$ cat config.mk
export PLATFORM = sky130hd
export DESIGN_NAME = tdq_cell
export DESIGN_NICKNAME = d
export VERILOG_FILES = /design/src/rtl/tdq_pkg.sv /design/src/rtl/tdq_cell.sv
export SDC_FILE = /design/constraint.sdc
export NUM_CORES = 1
export LEC_CHECK = 0
export BUFFER_PORTS_ARGS = -buffer_cell sky130_fd_sc_hd__buf_2
export CORE_AREA = 2 2 249 251
export DETAILED_ROUTE_END_ITERATION = 8
export DIE_AREA = 0 0 251 253
export GPL_ROUTABILITY_DRIVEN = 0
export SKIP_CTS_REPAIR_TIMING = 1
export SYNTH_ARGS = -nofsm -noshare
export SYNTH_HDL_FRONTEND = slang
export SYNTH_SLANG_ARGS = --single-unit
$ cat constraint.sdc
create_clock -name clk -period 1.68 [get_ports clk]
set_input_delay 0.336 -clock clk [delete_from_list [all_inputs] [get_ports clk]]
set_output_delay 0.336 -clock clk [all_outputs]
set_load 0.005 [all_outputs]
$ cat src/rtl/tdq_pkg.sv
package tdq_pkg;

    // Width of the saturated voltage outputs.
    localparam int DATA_WIDTH = 32;

    // Restoring division steps (48-bit dividend) and square root steps (31-bit root).
    localparam int DIV_STEPS  = 48;
    localparam int SQRT_STEPS = 31;

    // Register indexes of the configuration port.
    localparam logic [2:0] REG_STALL     = 3'd0;
    localparam logic [2:0] REG_KT        = 3'd1;
    localparam logic [2:0] REG_POLES     = 3'd2;
    localparam logic [2:0] REG_IND       = 3'd3;
    localparam logic [2:0] REG_RES       = 3'd4;
    localparam logic [2:0] REG_RL_ON     = 3'd5;
    localparam logic [2:0] REG_BEMF_ON   = 3'd6;
    localparam logic [2:0] REG_GIMBAL    = 3'd7;

    // floor(y / 25) = (y * RECIP25) >> 35 for y below 2^30.
    localparam logic [30:0] RECIP25      = 31'd1374389535;
    // 2^24 = 3 * SPLIT3 + 1, used to divide a 48-bit value by three.
    localparam logic [22:0] SPLIT3       = 23'd5592405;
    // floor(w / 3) = (w * RECIP3) >> 27 for w below 2^25.
    localparam logic [25:0] RECIP3       = 26'd44739243;

    // Data handed from cell to cell: division, square root and the item's payload.
    typedef struct packed {
        logic [30:0] rem;
        logic [47:0] nq;
        logic [32:0] srem;
        logic [61:0] rad;
        logic [30:0] root;
        logic        tor_neg;
        logic [31:0] vel_m;
        logic        vel_neg;
        logic [31:0] id;
        logic [30:0] id_m;
    } cell_t;

endpackage

$ cat src/rtl/tdq_cell.sv
module tdq_cell
    import tdq_pkg::*;
#(
    parameter bit DO_SQRT = 1'b1
)
(
    input  logic        clk,
    input  logic        rst_n,
    input  logic        en,
    input  logic [30:0] divisor,
    input  logic        src_valid,
    input  cell_t       src,
    output logic        dst_valid,
    output cell_t       dst
);

    cell_t       dst_reg;
    cell_t       dst_next;
    logic        dst_valid_reg;
    logic [31:0] cur;
    logic [34:0] scur;
    logic [34:0] trial;

    // One restoring division step and, where enabled, one square root step.
    always_comb
    begin
        dst_next = src;
        cur      = {src.rem, src.nq[47]};
        scur     = {src.srem, src.rad[61:60]};
        trial    = {2'b00, src.root, 2'b01};
        if (cur >= {1'b0, divisor})
        begin
            dst_next.rem = 31'(cur - {1'b0, divisor});
            dst_next.nq  = {src.nq[46:0], 1'b1};
        end
        else
        begin
            dst_next.rem = cur[30:0];
            dst_next.nq  = {src.nq[46:0], 1'b0};
        end
        if (DO_SQRT)
        begin
            dst_next.rad = {src.rad[59:0], 2'b00};
            if (scur >= trial)
            begin
                dst_next.srem = 33'(scur - trial);
                dst_next.root = {src.root[29:0], 1'b1};
            end
            else
            begin
                dst_next.srem = scur[32:0];
                dst_next.root = {src.root[29:0], 1'b0};
            end
        end
    end

    always_ff @(posedge clk or negedge rst_n)
    begin
        if (!rst_n)
        begin
            dst_valid_reg <= 1'b0;
        end
        else if (en)
        begin
            dst_valid_reg <= src_valid;
        end
    end

    always_ff @(posedge clk)
    begin
        if (en)
        begin
            dst_reg <= dst_next;
        end
    end

    assign dst_valid = dst_valid_reg;
    assign dst       = dst_reg;

endmodule

# [Word level (Yosys, flattened, before mapping)]
# Cells that the tools add are included.
[op_classes] add_sub_neg=2 order_cmp=2 n_mux=3
[ops] operator="79-bit 2-to-1 mux" n=1
[ops] operator="35-bit by 33-bit >= comparator with 1-bit output" n=1
[ops] operator="33-bit 2-to-1 mux" n=1
[ops] operator="33-bit subtractor" n=1
[ops] operator="32-bit by 31-bit >= comparator with 1-bit output" n=1
[ops] operator="31-bit subtractor" n=1
[ops] operator="1-bit 2-to-1 mux" n=1
[totals] reg_bits=301 in_bits=337 output_inout_bits=303 word_cells=18

# [Depth between registers and ports, before layout]
# Gate-level depths: netlist (run 1).
[logic_depth] word_depth=2 depth_mapped=14 ltp_nobuf=13

# [Least setup slack after synthesis (run 1)]
# OpenSTA, ideal clock, no wires.
[synth_path] path_type="input port to flip-flop" startpoint="input src[99] in the netlist's numbering" endpoint="register dst_reg, in the netlist dst[222] (data pin)" arrival_time_ps=2652 path_slack_ps=-1139 path_stages=11 path_cell_list="inv_1 > ha_1 > or3_1 > o22a_1 > a2111oi_4 > a2bb2oi_2 > a221oi_4 > inv_2 > and2_0 > mux2_2 > a211oi_1"
[synth_lines] element="start: declaration" line="tdq_cell.sv:12" rtl="input cell_t src,"
[synth_lines] element="end signal: assignment" line="tdq_cell.sv:73" rtl="dst_reg <= dst_next;"
[synth_lines] element="end: declaration" line="tdq_cell.sv:17" rtl="cell_t dst_reg;"

==> results of run 1 <==
[metrics by stage]
step | std cells | util
4_1_cts | 2773 | 0.349
3_3_place_gp | 2710 | 0.330
5_1_grt | 3029 | 0.404
3_5_place_dp | 2710 | 0.330
6_report | 3029 | 0.404
2_1_floorplan | 1037 | -
[cell families (layout without fill, tap and decap cells)]
logic type      Yosys count  after routing  share of synthesized area
fa+ha+maj                65             65                     0.0604
flops                   301            301                      0.665
buf+inv                 115           1313                     0.0324
mux                       6              6                    0.00488
simple gates            247            247                     0.0835
other cells               1              6                   0.000276
compound gates          254            254                      0.124
xor+xnor                 47             47                     0.0303
[synth_stat cells (7+ instances only)]
master and n:
a21oi_1 84, nor3_1 15, ha_1 64, xnor2_1 26, xor2_1 21, nor2_1 79, clkbuf_1 24, and2_1 7
o21ai_0 48, edfxtp_1 300, o31ai_1 8, inv_1 85, a21o_1 30, a31oi_1 10, o21a_1 10, nand3_1 19
and3_1 13, nand4_1 12, nand2_1 71, nor4_1 7
[routing by layer]
metal  vias up  global-route usage  part of all wire
met5         -                   0           0.00088
met2       573               0.252              0.49
met3       107              0.0411             0.077
li1       6228                   -                 -
met4        10              0.0446             0.027
met1      6513               0.191              0.41
[where the power goes]
part           internal [W]  switching [W]
Clock               0.00445        0.00317
Sequential          0.00913       0.000252
Combinational       0.00278        0.00253
Total                0.0164        0.00595
[area by class of cell]
type | count | area (um2) | share of cell area
sequential | 301 | 9030 | 0.367
timing repair buffer | 1163 | 8130 | 0.330
multi-input combinational | 621 | 4960 | 0.201
tap | 790 | 988 | 0.0401
clock buffer | 44 | 973 | 0.0395
inverter | 87 | 377 | 0.0153
clock inverter | 19 | 171 | 0.00696
antenna | 4 | 10.0 | 0.000406
[critical path, cell delays in order]
cell and delay [ps]:
buf_12 110, inv_12 40, ha_4 110, inv_2 40
fa_2 360, a21oi_2 180, o211ai_1 110, o211ai_1 230
nand3_1 190, a31o_2 300, nor2_4 150, clkinv_4 110
buf_12 160, buf_12 140, nor2_2 80, a21oi_1 50
[path summary, 6_finish.rpt]
| check | start | endpoint | slack [ps] | cells past startpoint |
|---|---|---|---|---|
| setup / recovery | src[270] | dst[275] | -750 | 16 |
| max in group asynchronous | rst_n | dst_valid | 1480 | 2 |
| setup reg to reg | dst_valid | dst_valid | 910 | 1 |
| min in group asynchronous | rst_n | dst_valid | 120 | 2 |
| hold reg to reg | dst_valid | dst_valid | 540 | 1 |
| hold / removal | src[258] | dst[259] | 30 | 1 |
==> out/results.ini, run 1 <==
[status]
status = finished, violations left
violations = negative setup slack

[synth]
yosysWarningCount = 0
ys_seq_area_frac = 0.665
synth.top_cell.area_share = 0.663
yosys.area.top_type = edfxtp_1
synthesis.area_um2 = 13600
avgSynthCellArea_um2 = 13.1
netlist_instances = 1036
synth_cell_types = 64
synth-seq-cells = 301
synth_edf_count = 300
netlist_top_cells_area = edfxtp_1 (66%), ha_1 (5.9%), a21oi_1 (3.1%)
synthArstFlopShare = 0.00332
synth_top_flop_cell = edfxtp_1

[clock_network]
worstSkewPairLatency_ps = 530
clockBufferDepth = 3
cts_buffers = 36
cts-root-buf = clkbuf_16
htreeDepth = 2
path_clk_slew_ps = 60
clock-sinks = 301
cts_tree = done

[power_and_ir_drop]
p_per_area_nw_per_um2 = 905
ir_drop_mv = 0.631
power_leakage_nw = 10.9
p_total_w = 0.0223

[floorplanning]
core_um2 = 61000
start_util = 0.223
pin_count = 640
die-area_um2 = 63500
die_h_um = 253
rows = 91
fp.dieW_um = 251

[layout]
mostFrequentLayoutCells = buf_2 (627), edfxtp_1 (300), buf_4 (264)
finalNetCount = 2612
areaGrowthSynthToFinish_pct = 81.3
n_fill_cell = 5760
largest_reg_flops = 300
final_area_um2 = 24600
final_common_cell = buf_2
drive_above_1_share = 0.511

[grt]
antenna_found_initial = 11
grt_use_total = 0.151
grt_max_degree = 40
grt_pass1_vias = 12200
grt_pass1_wl_um = 73500
grt_overflow = 0

[timing]
finalSetupViolations = 66
fin_crit_sh = 1.45
timing.fmax_mhz = 412
slew_violations = 0
timing.final.hold_violations = 0
hold_ws_ps = 30.5
fin_crit_ps = 2430
setup_tns_ps = -40150
rsz0062_at_grt = true
finClkSkew_ps = 0
fin_ws_ps = -748

[place]
portBuffers = 637
place_worst_setup_slack_ps = -1340
place_area_um2 = 20100
dp_hpwl_um = 43000

[setup_path]
cp-start-kind = input port
critPathKind = in2reg
arrival_ps = 2710
worstPathMaxFanout = 6
end_kind = register
crit_required_ps = 1960

[min_path]
hp-class = in2reg

[routing]
dr.pass1.iters = 5
ant_nets = 0
drc = 0
via_per_inst = 4.43
routed_wirelength_um = 57100
num_vias = 13400
drt_iter0_markers = 709
drt-wirelength-per-cell_um = 18.8

[flow_run]
cap_violations = 0

Note: power is estimated with default switching activity, not from simulation.
==> run 2: changes to the inputs <==
--- a/config.mk
+++ b/config.mk
@@ -6,9 +6,9 @@
 export NUM_CORES = 1
 export LEC_CHECK = 0
 export BUFFER_PORTS_ARGS = -buffer_cell sky130_fd_sc_hd__buf_2
-export CORE_AREA = 2 2 249 251
+export CORE_AREA = 2 2 250 252
 export DETAILED_ROUTE_END_ITERATION = 8
-export DIE_AREA = 0 0 251 253
+export DIE_AREA = 0 0 252 254
 export GPL_ROUTABILITY_DRIVEN = 0
 export SKIP_CTS_REPAIR_TIMING = 1
 export SYNTH_ARGS = -nofsm -noshare
==> out/results.ini, run 2 (synthesized netlist as in run 1, its figures left out) <==
[place]
place_area_um2 = 20400  ; +1.2%
dp_hpwl_um = 45900  ; +6.6%
dp_cells = 2739  ; +1.1%
portBuffers = 637  ; unchanged

[layout]
largest_reg_flops = 300  ; unchanged
mostFrequentLayoutCells = buf_2 (629), edfxtp_1 (300), buf_4 (291)
final_area_um2 = 25200  ; +2.4%
areaGrowthSynthToFinish_pct = 85.7
finalNetCount = 2640  ; +1.1%
stdcell_count = 3060  ; +1.0%
final_common_cell = buf_2
n_fill_cell = 5723  ; -0.64%
drive_above_1_share = 0.531  ; +0.0204

[timing]
fin_ws_ps = -666  ; +82.4 ps
slew_violations = 0  ; unchanged
finalSetupViolations = 66  ; unchanged
timing.final.hold_violations = 0  ; unchanged
fin_crit_ps = 2350  ; -82.4 ps
hold_ws_ps = 51.8  ; +21.3 ps
timing.fmax_mhz = 426  ; +3.5%
fin_crit_sh = 1.40  ; -0.0490
rsz0062_at_grt = true
finClkSkew_ps = 0  ; unchanged

[grt]
grt_use_total = 0.160  ; +0.00922
grt_max_degree = 34  ; -15%
grt_pass1_wl_um = 77000  ; +4.8%
grt_overflow = 0  ; unchanged
antenna_found_initial = 12  ; +1
grt_pass1_vias = 12600  ; +3.2%

[setup_path]
cp-startpoint = src[190]
reg2reg_slack_ps = 930  ; +20 ps
end_kind = register
r2r-end = dst_valid
ff2ff_path_depth = 1  ; unchanged
cp-start-kind = input port
worstPathMaxFanout = 5  ; -1
regToRegStartpoint = dst_valid
crit_required_ps = 2080  ; +120 ps
critPathKind = in2reg
arrival_ps = 2740  ; +30 ps
endpoint = dst[222]

[clock_network]
worstSkewPairLatency_ps = 540  ; about the same
path_clk_slew_ps = 60  ; about the same
cts-root-buf = clkbuf_16
htreeDepth = 2  ; unchanged
clock-sinks = 301  ; unchanged
cts_tree = done
cts_buffers = 38  ; +5.6%
clockBufferDepth = 3  ; unchanged

[power_and_ir_drop]
p_per_area_nw_per_um2 = 941  ; +3.9%
ir_drop_mv = 0.626  ; -0.78%
power_leakage_nw = 11.2  ; +2.5%

[floorplanning]
core_um2 = 61300  ; +0.37%
die_h_um = 254  ; +0.40%
pin_count = 640  ; unchanged
start_util = 0.222  ; -0.000828
fp.dieW_um = 252  ; +0.40%
rows = 91  ; unchanged
die-area_um2 = 64000  ; +0.80%

[routing]
drc = 0  ; unchanged
via_per_inst = 4.40  ; -0.81%
num_vias = 13500  ; +0.20%
ant_nets = 0  ; unchanged
dr.pass1.iters = 5  ; unchanged
drt-wirelength-per-cell_um = 19.8  ; +4.8%
drt_iter0_markers = 771  ; +8.7%
routed_wirelength_um = 60400  ; +5.9%

[min_path]
hold_start = src_valid
hp-class = in2reg

[flow_run]
cap_violations = 0  ; unchanged

[status]
status = finished, violations left
violations = negative setup slack

run 2: cell types whose count changed in the layout (fill, tap and decap cells not counted), moves of 5 or more:
cell	before	now
buf_4	264	291
a21oi_1	68	61
nor2_1	51	56
bufinv_16	2	7
dlygate4sd3_1	230	222
buf_6	16	22
nor2_2	12	7
run 2: metal layers:
layer	track usage	share of wire
met1	0.202	0.41
met2	0.258	0.48
met3	0.0462	0.076
met4	0.0617	0.030
met5	0	0.00056
run 2: worst min-delay path by stage:
stage                 to  slack [ps]  depth (start not counted)
2_1_floorplan  dst_valid          40                          0
3_3_place_gp   dst_valid         110                          1
3_5_place_dp   dst_valid         120                          1
4_1_cts        dst_valid        -480                          1
5_1_grt        dst_valid          20                          2
6_report       dst_valid          50                          2
run 2: final cells by class:
| class | instances | area, um2 | area share |
|---|---|---|---|
| Inverter | 87 | 374 | 0.0148 |
| Tap cell | 790 | 988 | 0.0392 |
| Sequential cell | 301 | 9030 | 0.358 |
| Clock buffer | 45 | 998 | 0.0396 |
| Timing Repair Buffer | 1189 | 8280 | 0.328 |
| Antenna cell | 4 | 10.0 | 0.000397 |
| Multi-Input combinational cell | 621 | 5220 | 0.207 |
| Clock inverter | 23 | 333 | 0.0132 |
run 2: critical path, cell delays in order:
cell       delay, ps
buf_8            110
ha_4             150
or3_1            360
o22a_2           230
a2111oi_4        370
a2bb2oi_2        140
a221oi_4         390
inv_2            110
and2_4           150
mux2_4           260
a211oi_2         130
run 2: where the power goes:
part / internal [W] / total [W] / switching, W
clock: 0.00538 / 0.00873 / 0.00335
combinational: 0.00292 / 0.00562 / 0.00270
sequential: 0.00913 / 0.00939 / 0.000252
run 2: per-stage QoR:
step | setup TNS [ps] | setup slack [ps] | power (W) | util
3_3_place_gp | -74580 | -1300 | 0.0140 | 0.333
3_5_place_dp | -76430 | -1320 | 0.0140 | 0.333
6_report | -36160 | -666 | 0.0237 | 0.412
4_1_cts | -37310 | -756 | 0.0229 | 0.355
2_1_floorplan | -51510 | -1050 | 0.0112 | -
5_1_grt | -39730 | -733 | 0.0248 | 0.412
==> run 3: changes to the inputs <==
==> constraint.sdc (replaced) <==
create_clock -name clk -period 2.1 [get_ports clk]
set_input_delay 0.42 -clock clk [delete_from_list [all_inputs] [get_ports clk]]
set_output_delay 0.42 -clock clk [all_outputs]
set_load 0.005 [all_outputs]
==> out/results.ini, run 3 (synthesized netlist as in run 1, its figures left out) <==
[layout]
areaGrowthSynthToFinish_pct = 68.5
largest_reg_flops = 300  ; unchanged
finalNetCount = 2402  ; -9.0%
final_common_cell = buf_2
drive_above_1_share = 0.592  ; +0.0606
stdcell_count = 2827  ; -7.6%
mostFrequentLayoutCells = buf_2 (621), edfxtp_1 (300), buf_4 (268)

[grt]
grt_use_total = 0.158  ; -0.00262
antenna_found_initial = 17  ; +5
grt_overflow = 0  ; unchanged
grt_max_degree = 84  ; +150%
grt_pass1_wl_um = 75600  ; -1.8%
grt_pass1_vias = 12100  ; -3.7%

[setup_path]
worstPathMaxFanout = 5  ; unchanged
ff2ff_path_depth = 1  ; unchanged
arrival_ps = 2890  ; +150 ps
critPathKind = in2reg
cp-start-kind = input port
slowest_delay_ps = 400  ; about the same
end_kind = register
slowest_stage = or3_1
crit_required_ps = 2500  ; +420 ps
cp_cell_sequence = buf_12, ha_4, or3_1, o22a_2, a2111oi_4, a2bb2oi_2, a221oi_4, inv_4, and2_1, mux2_4, a211oi_2
reg2reg_slack_ps = 1340  ; +410 ps
r2r-end = dst_valid
regToRegStartpoint = dst_valid

[place]
dp_cells = 2715  ; -0.88%
portBuffers = 637  ; unchanged
dp_hpwl_um = 44900  ; -2.2%

[timing]
timing.final.hold_violations = 0  ; unchanged
slew_violations = 0  ; unchanged
rsz0062_at_grt = true
finClkSkew_ps = 0  ; unchanged
fin_crit_sh = 1.19
fin_crit_ps = 2490
hold_ws_ps = 35.3  ; -16.5 ps
finalSetupViolations = 66  ; unchanged
fin_ws_ps = -395  ; +271 ps
setup_tns_ps = -16850  ; +19,310 ps
timing.fmax_mhz = 401

[clock_network]
htreeDepth = 2  ; unchanged
clockBufferDepth = 3  ; unchanged
cts_buffers = 38  ; unchanged
clock-sinks = 301  ; unchanged
cts_tree = done
worstSkewPairLatency_ps = 530  ; about the same
path_clk_slew_ps = 60  ; about the same
cts-root-buf = clkbuf_16

[floorplanning]
rows = 91  ; unchanged
fp.dieW_um = 252  ; unchanged
die-area_um2 = 64000  ; unchanged
die_h_um = 254  ; unchanged
core_um2 = 61300  ; unchanged
start_util = 0.222  ; unchanged
pin_count = 640  ; unchanged

[power_and_ir_drop]
power_leakage_nw = 10.1  ; -9.4%
ir_drop_mv = 0.603  ; -3.7%
p_per_area_nw_per_um2 = 790  ; -16%

[routing]
num_vias = 12500  ; -7.1%
drt-wirelength-per-cell_um = 20.0  ; +1.1%
drc = 0  ; unchanged
via_per_inst = 4.42  ; +0.59%
routed_wirelength_um = 56500  ; -6.6%
dr.pass1.iters = 6  ; +1
ant_nets = 0  ; unchanged
drt_iter0_markers = 828  ; +7.4%

[min_path]
hp-class = in2reg
holdPathStages = 1  ; -1
hold_start = src[81]
worst_hold_path.endpoint = dst[81]

[flow_run]
cap_violations = 0  ; unchanged

[status]
status = finished, violations left
violations = negative setup slack

-- run 3: cell types whose count changed in the layout (fill, tap and decap cells not counted), sizes merged --
cell / delta
bufinv: -4
clkinv: -1
clkbuf: +2
clkinvlp: +5
dlygate4sd3: -221
diode: +4
inv: -1
buf: -17
-- run 3: layer usage --
layer  track usage  vias up  share of wire
met1         0.202     6070           0.41
met2         0.249      524           0.47
met3        0.0498       89          0.085
li1              -     5814              -
met5             0        -         0.0010
met4        0.0563       10          0.030
-- run 3: metrics by stage --
step / power [W] / cell area [um2] / setup WS, ps / util
finish: 0.0181 / 22900 / -395 / 0.374
global route: 0.0189 / 22900 / -455 / 0.374
CTS: 0.0177 / 21400 / -378 / 0.349
detailed placement: 0.0112 / 20100 / -989 / 0.329
global placement: 0.0111 / 20100 / -961 / 0.329
floorplan: 0.00894 / 14000 / -717 / -
-- run 3: worst max-delay path by stage --
| stage | from | end | slack [ps] |
|---|---|---|---|
| finish | src[190] | dst[222] | -390 |
| global route | src[190] | dst[222] | -450 |
| CTS | src[190] | dst[218] | -380 |
| detailed placement | src[190] | dst[218] | -990 |
| global placement | src[190] | dst[218] | -960 |
| floorplan | src[97] | dst[222] | -720 |
-- run 3: cell type report --
| type | count | area [um2] |
|---|---|---|
| antenna | 8 | 20.0 |
| clock buffer | 47 | 1010 |
| clock inverter | 22 | 219 |
| fill | 5971 | 38400 |
| inverter | 87 | 384 |
| multi-input combinational | 621 | 5260 |
| sequential | 301 | 9030 |
| tap | 790 | 988 |
| timing repair buffer | 951 | 5990 |
-- run 3: where the power goes --
group          switching [W]  internal (W)  total [W]  leakage (nW)
Combinational        0.00206       0.00207    0.00413          6.61
Sequential          0.000193       0.00731    0.00750          2.95
Clock                0.00265       0.00381    0.00646         0.577
-- run 3: critical path: cells and delay by family --
kind                       cells  cell delay [ps]
muxes                          1              270
adders and majority gates      1              150
and+or+nand+nor                2              560
buffers and inverters          2              210
AOI/OAI and AO/OA              5             1280
